File: config.mk
export PLATFORM = sky130hd
export DESIGN_NAME = tcs_exp_unit
export DESIGN_NICKNAME = d
export VERILOG_FILES = /design/src/rtl/tcs_pkg.sv /design/src/rtl/tcs_exp_unit.sv
export SDC_FILE = /design/constraint.sdc
export NUM_CORES = 2
export LEC_CHECK = 0
export ABC_CLOCK_PERIOD_IN_PS = 9350
export BUFFER_PORTS_ARGS = -buffer_cell sky130_fd_sc_hd__buf_4
export CAP_MARGIN = 40
export CORE_MARGIN = 3
export CORE_UTILIZATION = 62
export CTS_CLUSTER_SIZE = 24
export DETAILED_ROUTE_END_ITERATION = 12
export PLACE_DENSITY_LB_ADDON = 0.2
export SLEW_MARGIN = 5
export SYNTH_ARGS = -nofsm -noshare
export SYNTH_HDL_FRONTEND = slang
export SYNTH_SLANG_ARGS = --single-unit
File: constraint.sdc
create_clock -name clk -period 9.35 [get_ports clk]
set_clock_uncertainty 0.05 [all_clocks]
set_input_delay 0.4675 -clock clk [delete_from_list [all_inputs] [get_ports clk]]
set_output_delay 0.4675 -clock clk [all_outputs]
set_load 0.05 [all_outputs]
File: src/rtl/tcs_pkg.sv
// tcs_pkg: shared types and constants for the throttle curve shaper.
// No dependencies; used by throttle_curve_shaper, tcs_exp_unit, tcs_pipe and the testbench files.
`default_nettype none

package tcs_pkg;

  // Fixed-point ones
  localparam logic [30:0] ONE_Q30 = 31'h4000_0000;
  localparam logic [14:0] ONE_Q14 = 15'd16384;
  localparam logic signed [15:0] CURVE_LIMIT = 16'sd20480;

  // Curve mode codes
  localparam logic [1:0] MODE_POWER = 2'd0;
  localparam logic [1:0] MODE_EXPO  = 2'd1;
  localparam logic [1:0] MODE_POLY  = 2'd2;
  localparam logic [1:0] MODE_LIN   = 2'd3;

  // Register indexes (paddr[2])
  localparam logic REG_SHAPE = 1'b0;
  localparam logic REG_MODE  = 1'b1;

  // Static curve settings handed to the datapath
  typedef struct packed {
    logic [1:0]  mode;
    logic [14:0] a;      // |curve|, clamped, Q4.12
    logic        cpos;
    logic        cneg;
    logic [30:0] b;      // e^(-a), Q30
    logic        bge;    // b >= 1.0
  } curve_cfg_t;

  // One item as it travels down the datapath
  typedef struct packed {
    logic        neg;
    logic [1:0]  mode;
    logic        cpos;
    logic        cneg;
    logic [14:0] x;
    logic [14:0] w;
    logic [2:0]  whole;
    logic [13:0] nfrac;
    logic [30:0] base;
    logic [30:0] acc;
    logic [60:0] srem;
    logic [30:0] sres;
    logic [30:0] dnum;
    logic [33:0] dden;
    logic [60:0] drem;
    logic [30:0] quot;
  } item_t;

endpackage

`default_nettype wire

File: src/rtl/tcs_exp_unit.sv
// tcs_exp_unit: sequential e^(-a) in Q30 (Taylor series, reciprocal, four squarings).
// Depends on tcs_pkg.
`default_nettype none

module tcs_exp_unit (
  input  wire logic        clk,
  input  wire logic        rst_n,
  input  wire logic        start,
  input  wire logic [14:0] a,
  output logic             busy,
  output logic [30:0]      b
);

  typedef enum logic [4:0] {
    ST_IDLE = 5'b00001,
    ST_MUL  = 5'b00010,
    ST_DIV  = 5'b00100,
    ST_ACC  = 5'b01000,
    ST_SQR  = 5'b10000
  } exp_state_t;

  exp_state_t  state_r;
  logic [14:0] a_r;
  logic [31:0] term_r, sum_r, lo_r, quo_r, dvs_r;
  logic [32:0] rem_r;
  logic [3:0]  n_r;
  logic [4:0]  cnt_r;
  logic        rcp_r;
  logic [30:0] d_r, b_r;

  logic [28:0] y;
  logic [63:0] tprod, dprod;
  logic [32:0] rem2;
  logic        ge;
  logic [31:0] quo_nxt;
  logic [31:0] sum_nxt;

  // Datapath pieces
  assign y       = {a_r, 14'b0};
  assign tprod   = 64'(term_r) * 64'(y);
  assign dprod   = 64'(d_r) * 64'(d_r);
  assign rem2    = {rem_r[31:0], lo_r[31]};
  assign ge      = rem2 >= {1'b0, dvs_r};
  assign quo_nxt = {quo_r[30:0], ge};
  assign sum_nxt = sum_r + term_r;

  // Sequencer
  always_ff @(posedge clk) begin
    if (!rst_n) begin
      state_r <= ST_IDLE;
      cnt_r   <= '0;
      rcp_r   <= 1'b0;
      n_r     <= '0;
    end else if (start) begin
      a_r     <= a;
      term_r  <= 32'(tcs_pkg::ONE_Q30);
      sum_r   <= 32'(tcs_pkg::ONE_Q30);
      n_r     <= 4'd1;
      state_r <= ST_MUL;
    end else begin
      case (state_r)
        ST_IDLE: begin
          state_r <= ST_IDLE;
        end
        ST_MUL: begin
          lo_r    <= tprod[61:30];
          rem_r   <= '0;
          dvs_r   <= {28'b0, n_r};
          cnt_r   <= '0;
          rcp_r   <= 1'b0;
          state_r <= ST_DIV;
        end
        ST_DIV: begin
          rem_r <= ge ? (rem2 - {1'b0, dvs_r}) : rem2;
          lo_r  <= {lo_r[30:0], 1'b0};
          quo_r <= quo_nxt;
          cnt_r <= cnt_r + 5'd1;
          if (cnt_r == 5'd31) begin
            cnt_r <= '0;
            if (rcp_r) begin
              d_r     <= quo_nxt[30:0];
              state_r <= ST_SQR;
            end else begin
              term_r  <= quo_nxt;
              state_r <= ST_ACC;
            end
          end
        end
        ST_ACC: begin
          sum_r <= sum_nxt;
          if (n_r == 4'd10) begin
            // 2^60 / sum: high word 2^28, low word zero
            rem_r   <= 33'h0_1000_0000;
            lo_r    <= '0;
            dvs_r   <= sum_nxt;
            rcp_r   <= 1'b1;
            cnt_r   <= '0;
            state_r <= ST_DIV;
          end else begin
            n_r     <= n_r + 4'd1;
            state_r <= ST_MUL;
          end
        end
        ST_SQR: begin
          d_r   <= dprod[60:30];
          cnt_r <= cnt_r + 5'd1;
          if (cnt_r == 5'd3) begin
            b_r     <= dprod[60:30];
            cnt_r   <= '0;
            state_r <= ST_IDLE;
          end
        end
        default: begin
          state_r <= ST_IDLE;
        end
      endcase
    end
  end

  assign busy = state_r != ST_IDLE;
  assign b    = b_r;

endmodule

`default_nettype wire

==> metrics.log <==
[metrics] EDFF count, synth: 268
[metrics] critical path capture point type: register
[metrics] layout overhead on the synthesized area: 6.430%
[metrics] setup slack of the critical path after layout: around 200 ps
[metrics] Fin Setup TNS: 0 ps
[metrics] std cell rows: around 110
[metrics] Finished Cell Area: approximately 58000 sq um
[metrics] initial core utilization: around 63%
[metrics] layout cells sized above 1: around 5.4%
[metrics] worst IR drop on VDD: 0.3923 mV
[metrics] run status: finished clean
[metrics] synth warn: 0
[metrics] number of library cell types mapped by synthesis: 82
[metrics] DR vias: 37827
[metrics] Post-Route Utilization: approximately two thirds
[metrics] Boundary Pins: 50
[metrics] # nets final: about 7100
[metrics] cell area after technology mapping: 54110 sq um
[metrics] DP Worst Slack: about 380 ps
[metrics] Slowest cell on crit path: sky130_fd_sc_hd__edfxtp_1
[metrics] CTS H-tree depth: 2
[metrics] Root Driver: sky130_fd_sc_hd__clkbuf_16
[metrics] worst setup path startpoint: d_r[6]$_DFFE_PP_
[metrics] post-synth top area share: a little over two fifths
[metrics] main area contributors after synthesis: sky130_fd_sc_hd__fa_1 (42%), sky130_fd_sc_hd__edfxtp_1 (15%), sky130_fd_sc_hd__ha_1 (10%)
[metrics] number of buffers added by the clock tree synthesis step: 34
[metrics] vias in the first global route: ~42000
[metrics] number of nets in the synthesized netlist: slightly above 7000
[metrics] number of hold-slack violations in the final timing report: 0
[metrics] fraction of registers with async set or reset after synthesis: 0%
[metrics] Worst Setup EP: d_r[18]$_DFFE_PP_
[metrics] flops & latches, synth: between 200 and 300
[metrics] final period demand of the worst path: between 9000 and 10000 ps
[metrics] RR Endpoint: d_r[18]$_DFFE_PP_
[metrics] Critical R2R Launch: d_r[6]$_DFFE_PP_
[metrics] worst path arrival time: about 9400 ps
[metrics] die area: 90860 sq um
[metrics] total wirelength of the detailed-routed design: between 100 and 150 mm
[metrics] Mean Syn Cell Area: ~9.9 sq um
[metrics] data required time of the worst path: about 9600 ps
[metrics] post-synthesis cell type with the largest combined area: sky130_fd_sc_hd__fa_1
[metrics] predominant post-synthesis flop cell: sky130_fd_sc_hd__edfxtp_1
[metrics] Max Fanout on Critical Path: 16
[metrics] maximum single-stage delay on the critical path: 830 ps
[metrics] count of final max-slew check failures: 0
[metrics] dominant cell by count in the synthesized netlist: sky130_fd_sc_hd__inv_1
[metrics] Setup Viol. Count Final: 0
[metrics] width of the die: between 300 and 400 um
[metrics] CTS Sinks: roughly 280
[metrics] setup repair after global routing missed its margin: no
[metrics] routed vias/inst: approximately 5.7
[metrics] reg2reg setup slack: a little over 200 ps
[metrics] crit-path most repeated cell: sky130_fd_sc_hd__fa_1
[metrics] PostCTS Resize Cnt: 0
[metrics] transition time of the tightest slew-check pin: between 900 and 1000 ps
[metrics] Worst Setup Path Type: reg2reg
[metrics] all-layer global routing usage: between 30 and 40%
[metrics] critical path startpoint category: register
[metrics] number of routed nets with antenna violations: 0
[metrics] min-delay worst type: in2reg
[metrics] vertical extent of the die: roughly 300 um
[metrics] commonest cells in the synthesized netlist: sky130_fd_sc_hd__inv_1 (1255), sky130_fd_sc_hd__fa_1 (1136), sky130_fd_sc_hd__nand2_1 (682)
[metrics] worst reg2reg path depth: 28
[metrics] Leak Pwr: 28.68 nW
[metrics] Final Wtd Congestion: 0.9523
[metrics] CTS clock-pin slew for the worst setup and hold paths: roughly 60 ps
[metrics] first-iteration detailed-routing DRC count: roughly 2900
[metrics] post-CTS setup buffer count: 0
[metrics] WL per Instance: roughly 21 um
[metrics] total iterations of the first detailed-routing run: 5
[metrics] total of max-cap violations: 0
[metrics] number of buffers between clock root and the deepest sink: 3
[metrics] core area: between 80000 and 90000 sq um
[metrics] quantity of hold-fixing buffers added after cts: 8
[metrics] first-pass GRT wire length: 224.7 mm
[metrics] initial antenna violation count: 4
[metrics] fmax: 109.3 MHz
[metrics] synthesized instance count: 5490
[metrics] # port buffers: a little under 50
[metrics] area post-placement: roughly 56000 sq um
[metrics] max_slew headroom: a little over a third
[metrics] pin count of the biggest net entering global routing: 75
[metrics] part of the Yosys area used for sequential elements: between 15 and 20%
[metrics] Final period util: a little over nine tenths
[metrics] post-route DRC violation count: 0
[metrics] total power divided by cell area: around 180 nW/um^2
[metrics] global route total overflow: 0
[metrics] clk_lat worst skew: about 570 ps
[metrics] TritonCTS clock tree: built
[metrics] overall power: 10.49 mW
[metrics] DP Wirelength: around 110 mm
-- cell type report --
type / instances / area [sq um]
antenna: 1 / 2.502
clock buffer: 39 / 912.1
clock inverter: 21 / 219.0
fill: 6675 / 28220
inverter: 1257 / 4718
multi-input combinational: 3734 / 40270
sequential: 283 / 8348
tap: 1144 / 1431
timing repair buffer: 184 / 1694
-- registers in the layout, summed over array words and instances (netlist names) --
signal	count
a_r	15
b	31
cnt_r	5
d_r	31
dvs_r	32
lo_r	32
n_r	4
quo_r	31
rcp_r	1
rem_r	32
state_r	5
sum_r	32
term_r	32
-- cells in the final DEF (no fill, tap or decap), types with 36 or more instances in the layout --
| master | synthesis | routed |
|---|---|---|
| sky130_fd_sc_hd__clkbuf_16 | 0 | 36 |
| sky130_fd_sc_hd__nor2b_1 | 52 | 51 |
| sky130_fd_sc_hd__o21ai_0 | 93 | 93 |
| sky130_fd_sc_hd__a21o_1 | 79 | 79 |
| sky130_fd_sc_hd__buf_4 | 0 | 155 |
| sky130_fd_sc_hd__ha_1 | 440 | 440 |
| sky130_fd_sc_hd__inv_1 | 1255 | 1255 |
| sky130_fd_sc_hd__edfxtp_1 | 268 | 268 |
| sky130_fd_sc_hd__a21oi_1 | 164 | 163 |
| sky130_fd_sc_hd__fa_1 | 1136 | 1136 |
| sky130_fd_sc_hd__xor2_1 | 58 | 58 |
| sky130_fd_sc_hd__nand2_1 | 682 | 682 |
| sky130_fd_sc_hd__and2_1 | 384 | 384 |
| sky130_fd_sc_hd__nor2_1 | 172 | 170 |
| sky130_fd_sc_hd__xnor2_1 | 81 | 81 |
-- critical path, delay by kind of cell (launching register included) --
family                   cells  cell delay [ps]
adder cells (fa/ha/maj)      9             4390
AO/OA/AOI/OAI                6             1550
AND/OR/NAND/NOR              4              920
flip-flops                   1              830
buffers and inverters        7              660
multiplexers                 1              310
XOR/XNOR                     1              140
-- metrics by stage --
stage	cells	hold WS, ps
5_1_grt	6662	12.13
3_3_place_gp	6578	396.3
3_5_place_dp	6594	409.8
6_report	6663	19.74
4_1_cts	6662	1.873
2_1_floorplan	5490	385.2
-- cells by family after synthesis --
family | synth area share (%)
xor+xnor | 2.250
flops | 15.43
mux | 0.6775
fa+ha+maj | 52.20
compound gates | 6.248
simple gates | 12.96
buf+inv | 10.23
-- power breakdown --
group          total, mW  internal (mW)  switching, mW
combinational       7.34           3.34           4.00
sequential          1.78           1.73         0.0500
clock               1.37          0.772          0.601
-- worst min path at each step --
| stage | from | to | slack, ps | cells past startpoint |
|---|---|---|---|---|
| after global routing | a[12] | a_r[12]$_DFFE_PP_ | 10 | 1 |
| final | a[12] | a_r[12]$_DFFE_PP_ | 20 | 1 |
| after floorplan | quo_r[29]$_DFFE_PP_ | quo_r[30]$_DFFE_PP_ | 390 | 0 |
| after detailed placement | quo_r[10]$_DFFE_PP_ | quo_r[11]$_DFFE_PP_ | 410 | 0 |
| after global placement | quo_r[10]$_DFFE_PP_ | quo_r[11]$_DFFE_PP_ | 400 | 0 |
| after CTS | a[12] | a_r[12]$_DFFE_PP_ | 2 | 1 |
-- metal layers --
layer / wire [um] / up-vias / track usage, %
li1: - / 16760 / -
met1: 54960 / 19303 / 43.10
met2: 66960 / 1439 / 53.97
met3: 10850 / 325 / 4.686
met4: 5749 / 0 / 10.94
met5: 0 / - / 0
Power figures use the tool's default switching activity.
